[src/rtl/lrr_pkg.sv]
// Shared types and constants for the LCG range generator.
// No dependencies; every other file in this block imports it.
package lrr_pkg;

  localparam int DATA_W    = 32;
  localparam int EXP_W     = 6;
  localparam int STAT_W    = 3;
  localparam int CFG_IDX_W = 2;
  localparam int PROD_W    = 2 * DATA_W;
  localparam int DEN_W     = DATA_W + 1;
  localparam int QCNT_W    = 5;

  localparam logic [DATA_W-1:0] MULT_RST = 32'd1103515245;
  localparam logic [DATA_W-1:0] INC_RST  = 32'd12345;
  localparam logic [EXP_W-1:0]  EXP_RST  = 6'd31;
  localparam logic [DATA_W-1:0] SEED_RST = 32'd0;

  localparam logic [EXP_W-1:0] EXP_MIN      = 6'd3;
  localparam logic [EXP_W-1:0] EXP_MAX      = 6'd32;
  localparam logic [2:0]       MULT_RESIDUE = 3'd5;

  typedef enum logic [STAT_W-1:0] {
    STAT_OK       = 3'd0,
    STAT_BAD_MOD  = 3'd1,
    STAT_BAD_MULT = 3'd2,
    STAT_BAD_INC  = 3'd3,
    STAT_BAD_SEED = 3'd4
  } status_t;

  typedef enum logic [CFG_IDX_W-1:0] {
    REG_MULT = 2'd0,
    REG_INC  = 2'd1,
    REG_EXP  = 2'd2,
    REG_SEED = 2'd3
  } cfg_reg_t;

  typedef enum logic [8:0] {
    ST_IDLE = 9'b000000001,
    ST_SQA  = 9'b000000010,
    ST_SQD  = 9'b000000100,
    ST_MULS = 9'b000001000,
    ST_MULR = 9'b000010000,
    ST_MAGS = 9'b000100000,
    ST_DIVI = 9'b001000000,
    ST_DIV  = 9'b010000000,
    ST_FIN  = 9'b100000000
  } state_t;

  typedef struct packed {
    logic              start;
    logic [PROD_W-1:0] num;
    logic [DEN_W-1:0]  den;
  } div_cmd_t;

  typedef struct packed {
    logic              done;
    logic [DATA_W-1:0] quo;
  } div_rsp_t;

endpackage

[src/rtl/lrr_in_if.sv]
// Request channel of the LCG range generator: valid/ready plus range bounds.
// Depends on lrr_pkg.
interface lrr_in_if;
  import lrr_pkg::*;

  logic                     valid;
  logic                     ready;
  logic signed [DATA_W-1:0] range_low;
  logic signed [DATA_W-1:0] range_high;

  modport source (output valid, output range_low, output range_high, input ready);
  modport sink   (input valid, input range_low, input range_high, output ready);
endinterface

[src/rtl/lrr_out_if.sv]
// Result channel of the LCG range generator: valid/ready plus status and values.
// Depends on lrr_pkg.
interface lrr_out_if;
  import lrr_pkg::*;

  logic                     valid;
  logic                     ready;
  logic [STAT_W-1:0]        status;
  logic [DATA_W-1:0]        raw_value;
  logic signed [DATA_W-1:0] scaled_value;

  modport source (output valid, output status, output raw_value, output scaled_value,
                  input ready);
  modport sink   (input valid, input status, input raw_value, input scaled_value,
                  output ready);
endinterface

[src/rtl/lrr_mul.sv]
// Shared 32x32 multiplier with a registered 64-bit product.
// Depends on lrr_pkg.
module lrr_mul (
  input  logic                         clk,
  input  logic [lrr_pkg::DATA_W-1:0]   op_a,
  input  logic [lrr_pkg::DATA_W-1:0]   op_b,
  output logic [lrr_pkg::PROD_W-1:0]   prod
);
  import lrr_pkg::*;

  logic [PROD_W-1:0] prod_r;

  always_ff @(posedge clk) begin
    prod_r <= PROD_W'(op_a) * PROD_W'(op_b);
  end

  assign prod = prod_r;
endmodule

[src/rtl/lrr_div.sv]
// Restoring divider, one quotient bit per cycle; quotient must fit 32 bits.
// Depends on lrr_pkg (div_cmd_t, div_rsp_t).
module lrr_div (
  input  logic              clk,
  input  logic              rst_n,
  input  lrr_pkg::div_cmd_t cmd,
  output lrr_pkg::div_rsp_t rsp
);
  import lrr_pkg::*;

  logic              busy_r, busy_nxt;
  logic              done_r, done_nxt;
  logic [QCNT_W-1:0] cnt_r, cnt_nxt;
  logic [DEN_W-1:0]  rem_r, rem_nxt;
  logic [DATA_W-1:0] low_r, low_nxt;
  logic [DEN_W-1:0]  den_r, den_nxt;
  logic [DEN_W:0]    trial;
  logic [DEN_W:0]    diff;
  logic              fits;

  assign trial = {rem_r, low_r[DATA_W-1]};
  assign fits  = trial >= {1'b0, den_r};
  assign diff  = trial - {1'b0, den_r};

  always_comb begin
    busy_nxt = busy_r;
    done_nxt = 1'b0;
    cnt_nxt  = cnt_r;
    rem_nxt  = rem_r;
    low_nxt  = low_r;
    den_nxt  = den_r;
    if (cmd.start) begin
      busy_nxt = 1'b1;
      cnt_nxt  = '0;
      rem_nxt  = {1'b0, cmd.num[PROD_W-1:DATA_W]};
      low_nxt  = cmd.num[DATA_W-1:0];
      den_nxt  = cmd.den;
    end else if (busy_r) begin
      // shift in the next numerator bit, subtract when it fits
      rem_nxt = fits ? diff[DEN_W-1:0] : trial[DEN_W-1:0];
      low_nxt = {low_r[DATA_W-2:0], fits};
      cnt_nxt = cnt_r + 1'b1;
      if (cnt_r == QCNT_W'(DATA_W - 1)) begin
        busy_nxt = 1'b0;
        done_nxt = 1'b1;
      end
    end
  end

  always_ff @(posedge clk) begin
    if (!rst_n) begin
      busy_r <= 1'b0;
      done_r <= 1'b0;
      cnt_r  <= '0;
    end else begin
      busy_r <= busy_nxt;
      done_r <= done_nxt;
      cnt_r  <= cnt_nxt;
    end
  end

  always_ff @(posedge clk) begin
    rem_r <= rem_nxt;
    low_r <= low_nxt;
    den_r <= den_nxt;
  end

  assign rsp.done = done_r;
  assign rsp.quo  = low_r;
endmodule

[src/rtl/lcg_random_with_range_unit.sv]
// LCG range generator top level: config registers, sequencer, result register.
// Depends on lrr_pkg, lrr_in_if, lrr_out_if, lrr_mul and lrr_div.
//
// Usage:
//   Configuration: write multiplier, increment, modulus exponent k and seed
//   through cfg_we/cfg_index/cfg_wdata while the block is idle. A seed write
//   also loads the generator state. Reset loads the classic constants
//   (a = 1103515245, c = 12345, k = 31) and a zero state.
//   Request channel in_req carries a signed range_low/range_high pair.
//   Result channel out_rsp returns status, the new state (raw_value) and
//   range_low + trunc((range_high - range_low) * (s + 1) / (2^k + 1)).
//   A failed configuration check returns a nonzero status, zero values and
//   leaves the state untouched.
// Timing:
//   One request at a time. From acceptance to out_rsp.valid a good draw makes
//   four passes through the one shared 32x32 multiplier (a*a, d*d, a*s,
//   |hi-lo|*s), then the divider kick, 32 steps of the one-bit-per-cycle
//   divider and the final load. A failed check goes to the final load after
//   the a*s pass. in_req.ready rises the cycle after the result is loaded.
//   The result sits in an output register; the next request is accepted while
//   it waits, and a finished draw holds in the last step until the receiver
//   takes the earlier result.
module lcg_random_with_range_unit #(
  parameter int STATE_BITS = 32
) (
  input  logic                          clk,
  input  logic                          rst_n,
  input  logic                          cfg_we,
  input  logic [lrr_pkg::CFG_IDX_W-1:0] cfg_index,
  input  logic [lrr_pkg::DATA_W-1:0]    cfg_wdata,
  lrr_in_if.sink                        in_req,
  lrr_out_if.source                     out_rsp
);
  import lrr_pkg::*;

  // configuration and generator state
  logic [DATA_W-1:0] mult_r, mult_nxt;
  logic [DATA_W-1:0] inc_r, inc_nxt;
  logic [EXP_W-1:0]  exp_r, exp_nxt;
  logic [DATA_W-1:0] seed_r, seed_nxt;
  logic [DATA_W-1:0] cur_r, cur_nxt;

  // sequencer
  state_t state_r, state_nxt;

  // per-request working registers
  logic [DATA_W-1:0] lo_r, lo_nxt;
  logic [DATA_W-1:0] hi_r, hi_nxt;
  logic              neg_r, neg_nxt;
  logic [DATA_W-1:0] mag_r, mag_nxt;
  logic              aa_bad_r, aa_bad_nxt;
  status_t           status_r, status_nxt;
  logic [DATA_W-1:0] scaled_r, scaled_nxt;

  // result register
  logic              out_valid_r, out_valid_nxt;
  status_t           out_status_r, out_status_nxt;
  logic [DATA_W-1:0] out_raw_r, out_raw_nxt;
  logic [DATA_W-1:0] out_scaled_r, out_scaled_nxt;

  // datapath
  logic [DATA_W-1:0] mul_a, mul_b;
  logic [PROD_W-1:0] prod;
  div_cmd_t          div_cmd;
  div_rsp_t          div_rsp;

  logic [DEN_W-1:0]  m_w;
  logic [DATA_W-1:0] mask_w;
  logic [DATA_W-1:0] d_w;
  logic              exp_bad;
  logic              mult_pre_bad;
  logic              sq_le_m;
  logic              inc_bad;
  logic              seed_bad;
  logic [DATA_W:0]   diff_w;
  logic [DATA_W-1:0] step_s_w;

  lrr_mul u_mul (
    .clk  (clk),
    .op_a (mul_a),
    .op_b (mul_b),
    .prod (prod)
  );

  lrr_div u_div (
    .clk   (clk),
    .rst_n (rst_n),
    .cmd   (div_cmd),
    .rsp   (div_rsp)
  );

  // modulus 2^k as a 33-bit value; meaningful only while k passes its check
  assign m_w    = DEN_W'(1) << exp_r;
  assign mask_w = DATA_W'(m_w - DEN_W'(1));
  assign d_w    = DATA_W'(m_w - {1'b0, mult_r});

  assign exp_bad      = (exp_r < EXP_MIN) || (exp_r > EXP_MAX) || (int'(exp_r) > STATE_BITS);
  assign mult_pre_bad = (mult_r[2:0] != MULT_RESIDUE) || ({1'b0, mult_r} >= m_w);
  // shared compare: product register against m (used for a*a and d*d)
  assign sq_le_m      = prod <= PROD_W'(m_w);
  assign inc_bad      = !inc_r[0];
  assign seed_bad     = {1'b0, seed_r} >= m_w;

  assign diff_w   = {hi_r[DATA_W-1], hi_r} - {lo_r[DATA_W-1], lo_r};
  assign step_s_w = (prod[DATA_W-1:0] + inc_r) & mask_w;

  // multiplier operand select
  always_comb begin
    unique case (state_r)
      ST_SQA: begin
        mul_a = mult_r;
        mul_b = mult_r;
      end
      ST_SQD: begin
        mul_a = d_w;
        mul_b = d_w;
      end
      ST_MULS: begin
        mul_a = mult_r;
        mul_b = cur_r;
      end
      ST_MAGS: begin
        mul_a = mag_r;
        mul_b = cur_r;
      end
      default: begin
        mul_a = '0;
        mul_b = '0;
      end
    endcase
  end

  // kick the divider with |hi-lo| * (s+1) over m+1
  assign div_cmd.start = (state_r == ST_DIVI);
  assign div_cmd.num   = prod + PROD_W'(mag_r);
  assign div_cmd.den   = m_w + DEN_W'(1);

  assign in_req.ready = (state_r == ST_IDLE);

  always_comb begin
    mult_nxt       = mult_r;
    inc_nxt        = inc_r;
    exp_nxt        = exp_r;
    seed_nxt       = seed_r;
    cur_nxt        = cur_r;
    state_nxt      = state_r;
    lo_nxt         = lo_r;
    hi_nxt         = hi_r;
    neg_nxt        = neg_r;
    mag_nxt        = mag_r;
    aa_bad_nxt     = aa_bad_r;
    status_nxt     = status_r;
    scaled_nxt     = scaled_r;
    out_valid_nxt  = out_valid_r;
    out_status_nxt = out_status_r;
    out_raw_nxt    = out_raw_r;
    out_scaled_nxt = out_scaled_r;

    // drop the result once the receiver takes it
    if (out_valid_r && out_rsp.ready) begin
      out_valid_nxt = 1'b0;
    end

    unique case (state_r)
      ST_IDLE: begin
        if (in_req.valid) begin
          lo_nxt    = in_req.range_low;
          hi_nxt    = in_req.range_high;
          state_nxt = ST_SQA;
        end
      end
      ST_SQA: begin
        neg_nxt   = diff_w[DATA_W];
        mag_nxt   = diff_w[DATA_W] ? DATA_W'(-diff_w) : DATA_W'(diff_w);
        state_nxt = ST_SQD;
      end
      ST_SQD: begin
        aa_bad_nxt = sq_le_m;
        state_nxt  = ST_MULS;
      end
      ST_MULS: begin
        // first failing check wins
        priority if (exp_bad) begin
          status_nxt = STAT_BAD_MOD;
        end else if (mult_pre_bad || aa_bad_r || sq_le_m) begin
          status_nxt = STAT_BAD_MULT;
        end else if (inc_bad) begin
          status_nxt = STAT_BAD_INC;
        end else if (seed_bad) begin
          status_nxt = STAT_BAD_SEED;
        end else begin
          status_nxt = STAT_OK;
        end
        if (status_nxt == STAT_OK) begin
          state_nxt = ST_MULR;
        end else begin
          scaled_nxt = '0;
          state_nxt  = ST_FIN;
        end
      end
      ST_MULR: begin
        // advance the generator state
        cur_nxt   = step_s_w;
        state_nxt = ST_MAGS;
      end
      ST_MAGS: begin
        state_nxt = ST_DIVI;
      end
      ST_DIVI: begin
        state_nxt = ST_DIV;
      end
      ST_DIV: begin
        if (div_rsp.done) begin
          scaled_nxt = neg_r ? lo_r - div_rsp.quo : lo_r + div_rsp.quo;
          state_nxt  = ST_FIN;
        end
      end
      ST_FIN: begin
        // hold until the result register is free
        if (!out_valid_r || out_rsp.ready) begin
          out_valid_nxt  = 1'b1;
          out_status_nxt = status_r;
          out_raw_nxt    = (status_r == STAT_OK) ? cur_r : '0;
          out_scaled_nxt = scaled_r;
          state_nxt      = ST_IDLE;
        end
      end
      default: begin
        state_nxt = ST_IDLE;
      end
    endcase

    if (cfg_we) begin
      unique case (cfg_reg_t'(cfg_index))
        REG_MULT: mult_nxt = cfg_wdata;
        REG_INC:  inc_nxt  = cfg_wdata;
        REG_EXP:  exp_nxt  = cfg_wdata[EXP_W-1:0];
        REG_SEED: begin
          seed_nxt = cfg_wdata;
          cur_nxt  = cfg_wdata;
        end
        default: begin
          seed_nxt = seed_r;
        end
      endcase
    end
  end

  always_ff @(posedge clk) begin
    if (!rst_n) begin
      mult_r      <= MULT_RST;
      inc_r       <= INC_RST;
      exp_r       <= EXP_RST;
      seed_r      <= SEED_RST;
      cur_r       <= '0;
      state_r     <= ST_IDLE;
      out_valid_r <= 1'b0;
    end else begin
      mult_r      <= mult_nxt;
      inc_r       <= inc_nxt;
      exp_r       <= exp_nxt;
      seed_r      <= seed_nxt;
      cur_r       <= cur_nxt;
      state_r     <= state_nxt;
      out_valid_r <= out_valid_nxt;
    end
  end

  always_ff @(posedge clk) begin
    lo_r         <= lo_nxt;
    hi_r         <= hi_nxt;
    neg_r        <= neg_nxt;
    mag_r        <= mag_nxt;
    aa_bad_r     <= aa_bad_nxt;
    status_r     <= status_nxt;
    scaled_r     <= scaled_nxt;
    out_status_r <= out_status_nxt;
    out_raw_r    <= out_raw_nxt;
    out_scaled_r <= out_scaled_nxt;
  end

  assign out_rsp.valid        = out_valid_r;
  assign out_rsp.status       = out_status_r;
  assign out_rsp.raw_value    = out_raw_r;
  assign out_rsp.scaled_value = out_scaled_r;

  // a failed check never leaks values
  a_fail_zero: assert property (@(posedge clk) disable iff (!rst_n)
    (out_valid_r && out_status_r != STAT_OK) |-> (out_raw_r == '0 && out_scaled_r == '0))
    else $error("failed check returned nonzero values");

  // the divider only finishes while the sequencer waits for it
  a_div_done_wait: assert property (@(posedge clk) disable iff (!rst_n)
    div_rsp.done |-> (state_r == ST_DIV))
    else $error("divider finished outside its wait step");

  // an accepted request starts the check sequence
  a_accept_starts: assert property (@(posedge clk) disable iff (!rst_n)
    (in_req.valid && in_req.ready) |=> (state_r == ST_SQA && !in_req.ready))
    else $error("accepted request did not start the sequence");
endmodule

[src/flat_wrapper.sv]
// flat-port wrapper written by rule: the top's interface ports become plain ports
module lcg_random_with_range_unit_flat import lrr_pkg::*;
#(
  parameter int STATE_BITS = 32
)
  (clk, rst_n, cfg_we, cfg_index, cfg_wdata, in_req_valid, in_req_range_low, in_req_range_high, in_req_ready, out_rsp_valid, out_rsp_status, out_rsp_raw_value, out_rsp_scaled_value, out_rsp_ready);
  lrr_in_if in_req_i ();
  lrr_out_if out_rsp_i ();
  input  logic clk;
  input  logic rst_n;
  input  logic cfg_we;
  input  logic [lrr_pkg::CFG_IDX_W-1:0] cfg_index;
  input  logic [lrr_pkg::DATA_W-1:0] cfg_wdata;
  input wire logic [$bits(in_req_i.valid)-1:0] in_req_valid;
  input wire logic [$bits(in_req_i.range_low)-1:0] in_req_range_low;
  input wire logic [$bits(in_req_i.range_high)-1:0] in_req_range_high;
  output wire logic [$bits(in_req_i.ready)-1:0] in_req_ready;
  output wire logic [$bits(out_rsp_i.valid)-1:0] out_rsp_valid;
  output wire logic [$bits(out_rsp_i.status)-1:0] out_rsp_status;
  output wire logic [$bits(out_rsp_i.raw_value)-1:0] out_rsp_raw_value;
  output wire logic [$bits(out_rsp_i.scaled_value)-1:0] out_rsp_scaled_value;
  input wire logic [$bits(out_rsp_i.ready)-1:0] out_rsp_ready;
  assign in_req_i.valid = in_req_valid;
  assign in_req_i.range_low = in_req_range_low;
  assign in_req_i.range_high = in_req_range_high;
  assign in_req_ready = in_req_i.ready;
  assign out_rsp_valid = out_rsp_i.valid;
  assign out_rsp_status = out_rsp_i.status;
  assign out_rsp_raw_value = out_rsp_i.raw_value;
  assign out_rsp_scaled_value = out_rsp_i.scaled_value;
  assign out_rsp_i.ready = out_rsp_ready;
  lcg_random_with_range_unit #(.STATE_BITS(STATE_BITS)) u_core (.clk(clk), .rst_n(rst_n), .cfg_we(cfg_we), .cfg_index(cfg_index), .cfg_wdata(cfg_wdata), .in_req(in_req_i), .out_rsp(out_rsp_i));
endmodule
[config.mk]
export PLATFORM = sky130hd
export DESIGN_NAME = lcg_random_with_range_unit_flat
export DESIGN_NICKNAME = d
export VERILOG_FILES = /design/src/rtl/lrr_pkg.sv /design/src/rtl/lrr_in_if.sv /design/src/rtl/lrr_out_if.sv /design/src/rtl/lrr_mul.sv /design/src/rtl/lrr_div.sv /design/src/rtl/lcg_random_with_range_unit.sv /design/src/flat_wrapper.sv
export SDC_FILE = /design/constraint.sdc
export NUM_CORES = 2
export LEC_CHECK = 0
export BUFFER_PORTS_ARGS = -buffer_cell sky130_fd_sc_hd__buf_2
export CAP_MARGIN = 0
export CORE_MARGIN = 8
export CORE_UTILIZATION = 59
export CTS_CLUSTER_SIZE = 14
export DETAILED_ROUTE_END_ITERATION = 12
export GPL_TIMING_DRIVEN = 0
export PLACE_DENSITY_LB_ADDON = 0.08
export SYNTH_ARGS = -nofsm -noshare
export SYNTH_HDL_FRONTEND = slang
export SYNTH_SLANG_ARGS = --single-unit
[constraint.sdc]
create_clock -name clk -period 9.9 [get_ports clk]
set_input_delay 1.98 -clock clk [delete_from_list [all_inputs] [get_ports clk]]
set_output_delay 1.98 -clock clk [all_outputs]
set_load 0.005 [all_outputs]
==> metrics.txt <==
outcome=finished, violations left; violated checks=negative setup slack; initial antenna violation count=23; worst r2r path cells=42; most frequent cell after synthesis=inv_1; root buf cell=clkbuf_16; register area share after synthesis=20.1%; Yosys reg bits=513; Layout fillers=between 8000 and 9000; Critical Path RT=approximately 10 ns; post-synthesis area per instance=8.87 sq um; layout cells sized above 1=approximately 14%; Worst Hold Class=reg -> reg; Post-Syn Area=65700 sq um; Boundary Pins=172; Reg area=between 10000 and 15000 sq um; Commonest cells post-synth=1190 x inv_1, 991 x nand2_1, 902 x fa_1, 706 x nor2_1, 562 x ha_1; pre-CTS setup slack=-3.48 ns; htree depth=2; critical path's largest stage delay=approximately 0.64 ns; Critical path destination=u_core.u_mul.prod[57]; Reg clk slew, reported paths=0.06 ns; max-slew violation count=0; MaxCap Viol Count=0; Nets=approximately 9400; CTS max path bufs=3; die area=between 100000 and 150000 sq um; Starting DRT DRC Count=7531; Non-Filler Instances=9416; FF-to-FF Start=u_core.exp_r[4]; WP data arrival=11.74 ns; Synth Flop Type=edfxtp_1; hold_buf cts=0; ranking of synthesized cells by area=fa_1 27%, edfxtp_1 14%, ha_1 11%; final worst slack=-1.25 ns; vias per inst=6.27; num rows=around 120; remaining antenna violation count=0; cell accounting for the most synthesized area=fa_1; Yosys cell types=91; startpoint types=flop; Clock Skew=0.0742 ns; Detailed Place HPWL=215000 um; largest net degree at the start of global routing=66; Synth Instances=around 7400; Post-synth EDFFs=297; Max FO, Critical Path=6; Peak Freq=approximately 90 MHz; routability cong.=1.07; post-synthesis net count=8981; die height=350 um; vias in the first global route=between 50000 and 60000; DRC Markers=0; placed cell count=a little over 9000; endpoints failing setup=36; RSZ-0062 raised after global routing=yes; first-pass GRT wire length=a little under 400000 um; fin crit share=113%; Synth top area share=approximately 27%; drt wl/cell=28.6 um; VDD IR max=0.170 mV; R2R Setup Slk=-1.25 ns; starting density of the core=between 50% and 60%; clk sinks=513; vias=59100; port bufs=170; reg-to-reg critical path endpoint=u_core.u_mul.prod[57]; setup_tns=-27.75 ns; gr usage total=43.6%; Worst-Skew Late Latency=0.73 ns; final hold vios=0; DIE WIDTH=350 um; Pre-antenna DRT Iters=8; crit path from=u_core.exp_r[4]; leakage power=0.0355 uW; ys async rst share=0%; core box area=between 100000 and 150000 sq um; crit path capture type=flop; slowest stage cell on the critical path=fa_2; pwr dens=86.9 nW/um^2; slew margin rel.=10.9%; GR Overflow Total=0; Hold WS=0.419 ns; multi-input logic area=49300 sq um; Crit Path Class=reg -> reg; final WL=270000 um; yosys warns=0; cell mode on critical path=fa_1; min Tclk post-route=around 11 ns; CTS buffer count=59; Worst-Margin Slew=1.34 ns; area delta synth->final=15.8%; total power=6620 uW; CTS tree=yes
[worst max-delay path, delay by kind of cell, from the launching register on]
family / cells / cell delay [ns]
xor+xnor: 2 / 0.60
compound gates: 17 / 3.66
simple gates: 6 / 0.74
buf+inv: 7 / 0.91
flops: 1 / 0.33
fa+ha+maj: 10 / 4.76
[layer usage]
metal / GRT usage [%] / vias to the layer above / wire length [um]
li1: - / 25000 / -
met1: 53.6 / 28700 / 94900
met2: 64.1 / 4101 / 112000
met3: 14.6 / 1234 / 37300
met4: 31.2 / 14 / 25400
met5: 0 / - / 114
[power breakdown]
group	internal, uW	total [uW]	switching [uW]
clock	1270	2300	1020
combinational	650	1830	1180
sequential	2370	2490	125
[stage by stage]
step	utilization, %	cell area (sq um)
floorplan	-	66100
global placement	62.2	68800
detailed placement	62.5	69200
CTS	67.7	74900
global route	68.8	76100
finish	68.8	76200
[worst min path at each step]
stage / from / end / slack, ns / depth (start not counted)
detailed placement: u_core.scaled_r[0] / u_core.out_rsp.scaled_value[0] / 0.40 / 0
global placement: u_core.scaled_r[11] / u_core.out_rsp.scaled_value[11] / 0.40 / 0
finish: u_core.scaled_r[1] / u_core.out_rsp.scaled_value[1] / 0.42 / 0
global route: u_core.scaled_r[1] / u_core.out_rsp.scaled_value[1] / 0.42 / 0
CTS: u_core.scaled_r[7] / u_core.out_rsp.scaled_value[7] / 0.42 / 0
floorplan: u_core.scaled_r[0] / u_core.out_rsp.scaled_value[0] / 0.40 / 0
[placed cells by master, fill, tap and decap left out, drive strengths merged, types with 109 or more instances in the layout]
master and instances:
a21o 181, a21oi 337, and2 109, buf 529, clkbuf 268, dfxtp 216
edfxtp 297, fa 902, ha 562, inv 1196, nand2 991, nor2 706
o21ai 233, xnor2 201
[repair_timing]
item,CTS,global route
resized for setup,573,207
pin swaps,131,129
endpoints found under the setup margin,50,45
cloned,0,1
buffers inserted,157,64
[layout make-up]
type	count	share of cell area, %
clock inverters	38	0.526
diodes	14	0.0460
flip-flops and latches	513	17.4
multi-input cells	5375	64.7
well taps	1488	2.44
plain buffers	317	2.86
repair buffers	409	4.05
clock buffers	71	2.07
inverters	1191	5.89
[state kept, by name (all words and copies together), names as in the netlist, 3 cells and up]
name,count
u_core.hi_r,32
u_core.cur_r,32
u_core.u_div.den_r,33
u_core.status_r,3
u_core.u_div.low_r,32
u_core.out_rsp.scaled_value,32
u_core.out_rsp.status,3
u_core.out_rsp.raw_value,32
u_core.u_mul.prod,64
u_core.scaled_r,32
u_core.inc_r,32
u_core.state_r,9
u_core.exp_r,6
u_core.u_div.cnt_r,5
u_core.mag_r,32
u_core.seed_r,32
u_core.u_div.rem_r,33
u_core.lo_r,32
u_core.mult_r,32
[kinds of logic after synthesis]
group	Yosys count	synth area share, %
flops	513	20.1
mux	17	0.261
simple gates	2298	15.3
compound gates	1288	13.1
fa+ha+maj	1464	38.2
buf+inv	1526	8.94
xor+xnor	308	4.10
Note: power is estimated with default switching activity, not from simulation.
